<file path="src/hw/rtl/stpg_pkg.sv">
`default_nettype none

package stpg_pkg;

    // Width of one trapezoid segment duration.
    localparam int SEG_W = 16;

    // Quarter-wave sine polynomial coefficients, Q15.
    localparam logic [15:0] SIN_A = 16'd51472;
    localparam logic [15:0] SIN_B = 16'd21023;
    localparam logic [15:0] SIN_C = 16'd2320;
    localparam logic [15:0] SIN_ONE = 16'd32768;

    typedef enum logic [1:0] {
        MODE_CONST      = 2'd0,
        MODE_SINE       = 2'd1,
        MODE_SINE_CLAMP = 2'd2,
        MODE_TRAP       = 2'd3
    } t_mode;

    typedef enum logic [2:0] {
        REG_MODE      = 3'd0,
        REG_BASE      = 3'd1,
        REG_PEAK      = 3'd2,
        REG_END       = 3'd3,
        REG_CLAMP_LO  = 3'd4,
        REG_CLAMP_HI  = 3'd5,
        REG_PHASE     = 3'd6,
        REG_SEGMENTS  = 3'd7
    } t_reg;

endpackage

`default_nettype wire

</file>
<file path="src/hw/rtl/stpg_div_cell.sv">
`default_nettype none

// One restoring-division cell: retires one quotient bit per request and
// passes the partial remainder, the shifting numerator/quotient word, the
// divisor and the side payload on to the next cell.
module stpg_div_cell #(
    parameter int QB = 25,
    parameter int SW = 49
) (
    input  wire logic                         i_clk,
    input  wire logic                         i_rst_n,
    input  wire logic                         i_valid,
    output logic                              o_ready,
    input  wire logic                         i_ready,
    output logic                              o_valid,
    input  wire logic [stpg_pkg::SEG_W-1:0]   i_rem,
    input  wire logic [QB-1:0]                i_word,
    input  wire logic [stpg_pkg::SEG_W-1:0]   i_den,
    input  wire logic [SW-1:0]                i_side,
    output logic [stpg_pkg::SEG_W-1:0]        o_rem,
    output logic [QB-1:0]                     o_word,
    output logic [stpg_pkg::SEG_W-1:0]        o_den,
    output logic [SW-1:0]                     o_side
);

    localparam int RW = stpg_pkg::SEG_W;

    logic          r_v;
    logic [RW-1:0] r_rem;
    logic [QB-1:0] r_word;
    logic [RW-1:0] r_den;
    logic [SW-1:0] r_side;

    logic [RW:0]   w_trial;
    logic [RW:0]   w_diff;
    logic          w_ge;
    logic [RW-1:0] n_rem;
    logic [QB-1:0] n_word;

    assign w_trial = {i_rem, i_word[QB-1]};
    assign w_diff  = w_trial - {1'b0, i_den};
    assign w_ge    = (w_trial >= {1'b0, i_den});
    assign n_rem   = w_ge ? w_diff[RW-1:0] : w_trial[RW-1:0];
    assign n_word  = {i_word[QB-2:0], w_ge};

    assign o_ready = !r_v || i_ready;

    always_ff @(posedge i_clk) begin
        if (!i_rst_n) begin
            r_v <= 1'b0;
        end else if (o_ready) begin
            r_v <= i_valid;
        end
    end

    always_ff @(posedge i_clk) begin
        if (o_ready && i_valid) begin
            r_rem  <= n_rem;
            r_word <= n_word;
            r_den  <= i_den;
            r_side <= i_side;
        end
    end

    assign o_valid = r_v;
    assign o_rem   = r_rem;
    assign o_word  = r_word;
    assign o_den   = r_den;
    assign o_side  = r_side;

    a_rem_below_den: assert property (@(posedge i_clk) disable iff (!i_rst_n)
        r_v |-> (r_rem < r_den))
        else $error("division remainder not below divisor");

    a_den_nonzero: assert property (@(posedge i_clk) disable iff (!i_rst_n)
        r_v |-> (r_den != '0))
        else $error("division by zero in cell");

    a_hold_when_blocked: assert property (@(posedge i_clk) disable iff (!i_rst_n)
        (r_v && !i_ready) |=> r_v)
        else $error("cell dropped a held request");

endmodule

`default_nettype wire
</file>
<file path="config.mk">
export PLATFORM = sky130hd
export DESIGN_NAME = stpg_div_cell
export DESIGN_NICKNAME = d
export VERILOG_FILES = /design/src/hw/rtl/stpg_pkg.sv /design/src/hw/rtl/stpg_div_cell.sv
export SDC_FILE = /design/constraint.sdc
export NUM_CORES = 1
export LEC_CHECK = 0
export BUFFER_PORTS_ARGS = -buffer_cell sky130_fd_sc_hd__buf_2
export CORE_MARGIN = 4
export CORE_UTILIZATION = 33
export CTS_BUF_LIST = sky130_fd_sc_hd__clkbuf_16
export DETAILED_ROUTE_END_ITERATION = 10
export PLACE_DENSITY_LB_ADDON = 0.25
export REMOVE_ABC_BUFFERS = 1
export SLEW_MARGIN = 20
export SYNTH_ARGS = -nofsm -noshare
export SYNTH_HDL_FRONTEND = slang
export SYNTH_SLANG_ARGS = --single-unit
</file>
<file path="constraint.sdc">
create_clock -name i_clk -period 3.4 [get_ports i_clk]
set_input_delay 0.34 -clock i_clk [delete_from_list [all_inputs] [get_ports i_clk]]
set_output_delay 0.34 -clock i_clk [all_outputs]
set_load 0.05 [all_outputs]
</file>
Yosys cells after proc, flatten, opt, wreduce, memory -nomap -nowiden

Index checks and enable logic that the tools add are counted.

Reduce and logical (&&, ||, !) cells: 3
$add $sub $neg: 1
Multiplexer cells: 1
Magnitude comparators: 1

Operators with widths:

| kind                                         | number |
|---|---|
| greater-or-equal comparator 17 x 16 -> 1 bit | 1 |
| two-way mux 16 bit                           | 1 |
| subtractor 16 bit                            | 1 |
| logical AND 1 bit                            | 1 |
| logical NOT 1 bit                            | 1 |
| logical OR 1 bit                             | 1 |

Register bits after elaboration: 107
Output and inout bits: 108
Logic and storage cells: 11
Input port bits: 110

Longest topological paths before layout

Depth in word-level cells: 3
Mapped depth: 12
Mapped depth without buffers: 9

Worst setup path after synthesis

Ideal clock, no wire load.

Path type: register to register
From: reg r_v, in the netlist o_valid
To: reg r_den[0], in the netlist o_den[0], enable pin
Arrival: 3.492 ns
Stages on the path, launching flop included: 3
Slack: -0.568 ns
Clock period less this slack: 3.968 ns
Buffers on the path: 0
Required time: 2.923 ns
Library setup time: 0.477 ns
Cell sequence: dfxtp_1 -> nand2b_1 -> and2_1

Word-level cells in the longest chain between the ends: 3

RTL lines:

| what                   | RTL line            | RTL |
|---|---|---|
| from (decl)            | stpg_div_cell.sv:28 | `logic r_v;` |
| from (signal assigned) | stpg_div_cell.sv:52 | `r_v <= i_valid;` |
| logical NOT 1 bit      | stpg_div_cell.sv:46 | `assign o_ready = !r_v \|\| i_ready;` |
| logical OR 1 bit       | stpg_div_cell.sv:46 |  |
| net o_ready            | stpg_div_cell.sv:13 | `output logic o_ready,` |
| logical AND 1 bit      | stpg_div_cell.sv:57 | `if (o_ready && i_valid) begin` |
| to (signal assigned)   | stpg_div_cell.sv:60 | `r_den <= i_den;` |
| to (decl)              | stpg_div_cell.sv:31 | `logic [RW-1:0] r_den;` |

The timed path passes the listed nets, and every way through them passes these cells.
A chain may end at the register's enable or synchronous reset.

Worst setup path after layout

From: in i_den[8] in the netlist's numbering
To: reg r_rem[8], in the netlist o_rem[8], data pin

Word-level cells in the longest chain between the ends: 2
Elaborated cells on any way between the ends: 3
Classes of those cells: 1 x add/sub; 1 x order compare; 1 x mux

RTL lines:

| what                                                                              | RTL line                                 | RTL |
|---|---|---|
| from (decl)                                                                       | stpg_div_cell.sv:18                      | `input wire logic [stpg_pkg::SEG_W-1:0] i_den,` |
| subtractor 16 bit or greater-or-equal comparator 17 x 16 -> 1 bit (tied branches) | stpg_div_cell.sv:41, stpg_div_cell.sv:42 |  |
| two-way mux 16 bit *                                                              | stpg_div_cell.sv:43                      | `assign n_rem = w_ge ? w_diff[RW-1:0] : w_trial[RW-1:0];` |
| net n_rem[8]                                                                      | stpg_div_cell.sv:37                      | `logic [RW-1:0] n_rem;` |
| to (signal assigned)                                                              | stpg_div_cell.sv:58                      | `r_rem <= n_rem;` |
| to (decl)                                                                         | stpg_div_cell.sv:29                      | `logic [RW-1:0] r_rem;` |

The timed path passes the listed nets; every way through them passes the cells marked *.

==> impl_results.md <==
* Status: finished clean
* Drt pass-1 iters at 6
* Clock skew at 0.00491 ns
* Clock share of power at 31.5%
* Register area at 3200 um2
* Fill cells at 1235
* NumNets Final at 615
* Largest net degree at the start of global routing at 66
* Fmax at 422 MHz
* Post-synth top cells: edfxtp_1 (106), inv_1 (20), ha_1 (16)
* GPL Wtd Cong at 0.856
* Unrepaired setup endpoints after global routing: false
* Sequential fraction of design power at 46.9%
* Buffers on Ports at 217
* Layout area overhead at 35.5%
* Count of final setup violators at 0
* Required @ worst endpoint at 3.50 ns
* Cells on worst reg2reg path at 3
* Vias in the first global route at 2952
* Synth warn at 0
* Slew margin rel. at 60.5%
* Tmin final at 2.37 ns
* Core footprint at 13200 um2
* Crit-path leading delay family: compound AO/OA/AOI/OAI gates
* Max stage delay on crit path at 0.41 ns
* Multi-input gate area in the final layout at 1070 um2
* DRC at 0
* Post-CTS Setup Repair Bufs at 0
* Crit Reg-Reg Startpoint: o_valid
* Post-CTS resize count at 0
* Syn Inst Count at 264
* P_sw at 1020 uW
* WHS at 0.163 ns
* IO Count at 218
* Clk_lat worst skew at 0.34 ns
* Met3 usage at 4.59%
* Worst hold-check path type: primary input to flop
* M1 GR Usage at 15.4%
* Leakage power at 0.00266 uW
* CTS Hold Buffers Added at 0
* Clk slew on worst S/H paths at 0.07 ns
* Layout cells sized above 1 at 50.7%
* Worst hold path startpoint: i_side[7]
* Mapped cell area at 4420 um2
* CTS tree: yes
* Post-place setup slack at 0.659 ns
* Worst Tran Pin Value at 0.593 ns
* DR vias at 3003
* Ant. Diodes at 0
* R2r setup slk at 1.68 ns
* Top FF cell, synth: edfxtp_1
* Most common cell in the netlist: edfxtp_1
* Buf/Inv on CP at 3
* Cell Chain, Critical Path: buf_2 -> inv_1 -> ha_1 -> a21oi_2 -> o21ai_1 -> a221o_1 -> a21boi_4 -> and2_4 -> inv_4 -> mux2_4
* Fin crit share at 69.6%
* CTS buffer count at 9
* Number of synthesized flops with an enable pin at 106
* CP max-delay cell: a221o_1
* #FFs+latches synth at 107
* GRT Overall Usage at 13.9%
* Setup WS post-layout at 1.03 ns
* Width of the die at 124 um
* GRT busiest layer: met2
* Worst reg2reg path endpoint: o_word[16]
* Hpwl dp at 8770 um
* Drt via density at 4.49
* Post-Syn Area per Cell at 16.7 um2
* Die area at 15300 um2
* Sequential area share after synthesis at 72.5%
* Initial Utilization at 33.5%
* Internal power at 2350 uW
* Ys async rst share at 0%
* Placed cell areas at 5690 um2
* GR Overflow Total at 0
* Non-filler instance count after layout at 669
* CP arrival at 2.47 ns
* Kind of start point of the critical path: primary input
* Met2 Usage GRT at 24.3%
* Synth unique cells at 47
* Clk sinks at 107
* Switching Share at 30.2%
* Dominant cells by area after synthesis: edfxtp_1 (72%), ha_1 (4.5%), mux2_4 (2.7%)
* CP Class: primary input to flop
* CP max FO at 11
* Die Height at 124 um
* Routed Antenna Nets at 0
* Placed Cells at 653
* Root Buffer: clkbuf_16
* Post-route cell area at 5990 um2
* Starting DRT DRC Count at 197
* H-tree depth at 3
* PD cells at 563 nW/um2
* Hold Crit Depth at 1
* Final hold vios at 0
* Combinational share of power at 21.6%
* Post-Route WL at 11200 um
* Worst vdd ir at 0.000202 V
* CP endpoint kind: flop
* Hold EP: o_side[7]
* Maxcap violations at 0
* Routed length per instance at 16.7 um
* Initial antenna violation count at 0
* CTS max path bufs at 2
* Cell Rows at 42
* Synth top area share at 72.0%
* Area leader, netlist: edfxtp_1
* First-pass GRT wire length at 15900 um
* Fin. max-slew vios at 0
[registers in the layout (all words and copies together) (netlist names)]
| signal | count |
|---|---|
| o_word | 25 |
| o_rem | 16 |
| o_side | 49 |
| o_den | 16 |
| o_valid | 1 |
[layout by cell type (no fill, tap or decap), drive strengths merged, types with 4 or more instances in the layout]
| cell | instances |
|---|---|
| edfxtp | 106 |
| nor2 | 12 |
| ha | 16 |
| a21oi | 4 |
| o21ai | 10 |
| nand2 | 5 |
| nand3 | 7 |
| clkbuf | 9 |
| xor2 | 4 |
| and2 | 4 |
| buf | 218 |
| inv | 23 |
| o21a | 6 |
| a21boi | 5 |
| o31ai | 5 |
| xnor2 | 5 |
| a21o | 5 |
| mux2 | 9 |
[power groups by stage]
stage | Clock [uW] | Combinational [uW] | Sequential (uW)
6_report | 1060 | 727 | 1580
2_1_floorplan | 0 | 211 | 1930
4_1_cts | 1100 | 738 | 1580
3_5_place_dp | 0 | 736 | 1610
5_1_grt | 1160 | 777 | 1590
3_3_place_gp | 0 | 732 | 1610
[logic make-up after synthesis]
group	after synthesis	synth area share (%)
buffers and inverters	26	3.23
AOI/OAI and AO/OA	53	9.32
DFF	107	72.5
adders and majority gates	17	4.98
and+or+nand+nor	42	4.98
muxes	10	3.20
xor gates and xnor gates	9	1.78
[worst max path at each step]
stage,end,depth (start not counted),slack (ns),start
finish,o_rem[8],10,1.03,i_den[8]
CTS,o_rem[8],10,1.04,i_den[8]
global route,o_rem[10],10,0.91,i_den[8]
global placement,o_rem[8],10,0.74,i_den[8]
floorplan,o_den[0],2,-0.57,o_valid
detailed placement,o_rem[8],10,0.66,i_den[8]
[cell type report]
| type | instances | share of cell area (%) |
|---|---|---|
| sequential | 107 | 53.5 |
| timing repair buffer | 218 | 18.5 |
| multi-input combinational | 131 | 18.0 |
| clock buffer | 9 | 3.76 |
| tap | 176 | 3.68 |
| inverter | 21 | 1.36 |
| clock inverter | 7 | 1.27 |
[through the flow]
step	TNS [ns]	total power, uW	util, %
finish	0	3370	45.4
global route	0	3520	45.4
CTS	0	3420	45.4
detailed placement	0	2350	43.1
global placement	0	2340	43.1
floorplan	-60.22	2140	-
[per-layer routing]
metal | vias up | share of wire [%]
li1 | 1465 | -
met1 | 1387 | 37
met2 | 138 | 50
met3 | 13 | 11
met4 | 0 | 1.9
met5 | - | 0
No activity file was read; power rests on OpenSTA's default activity.
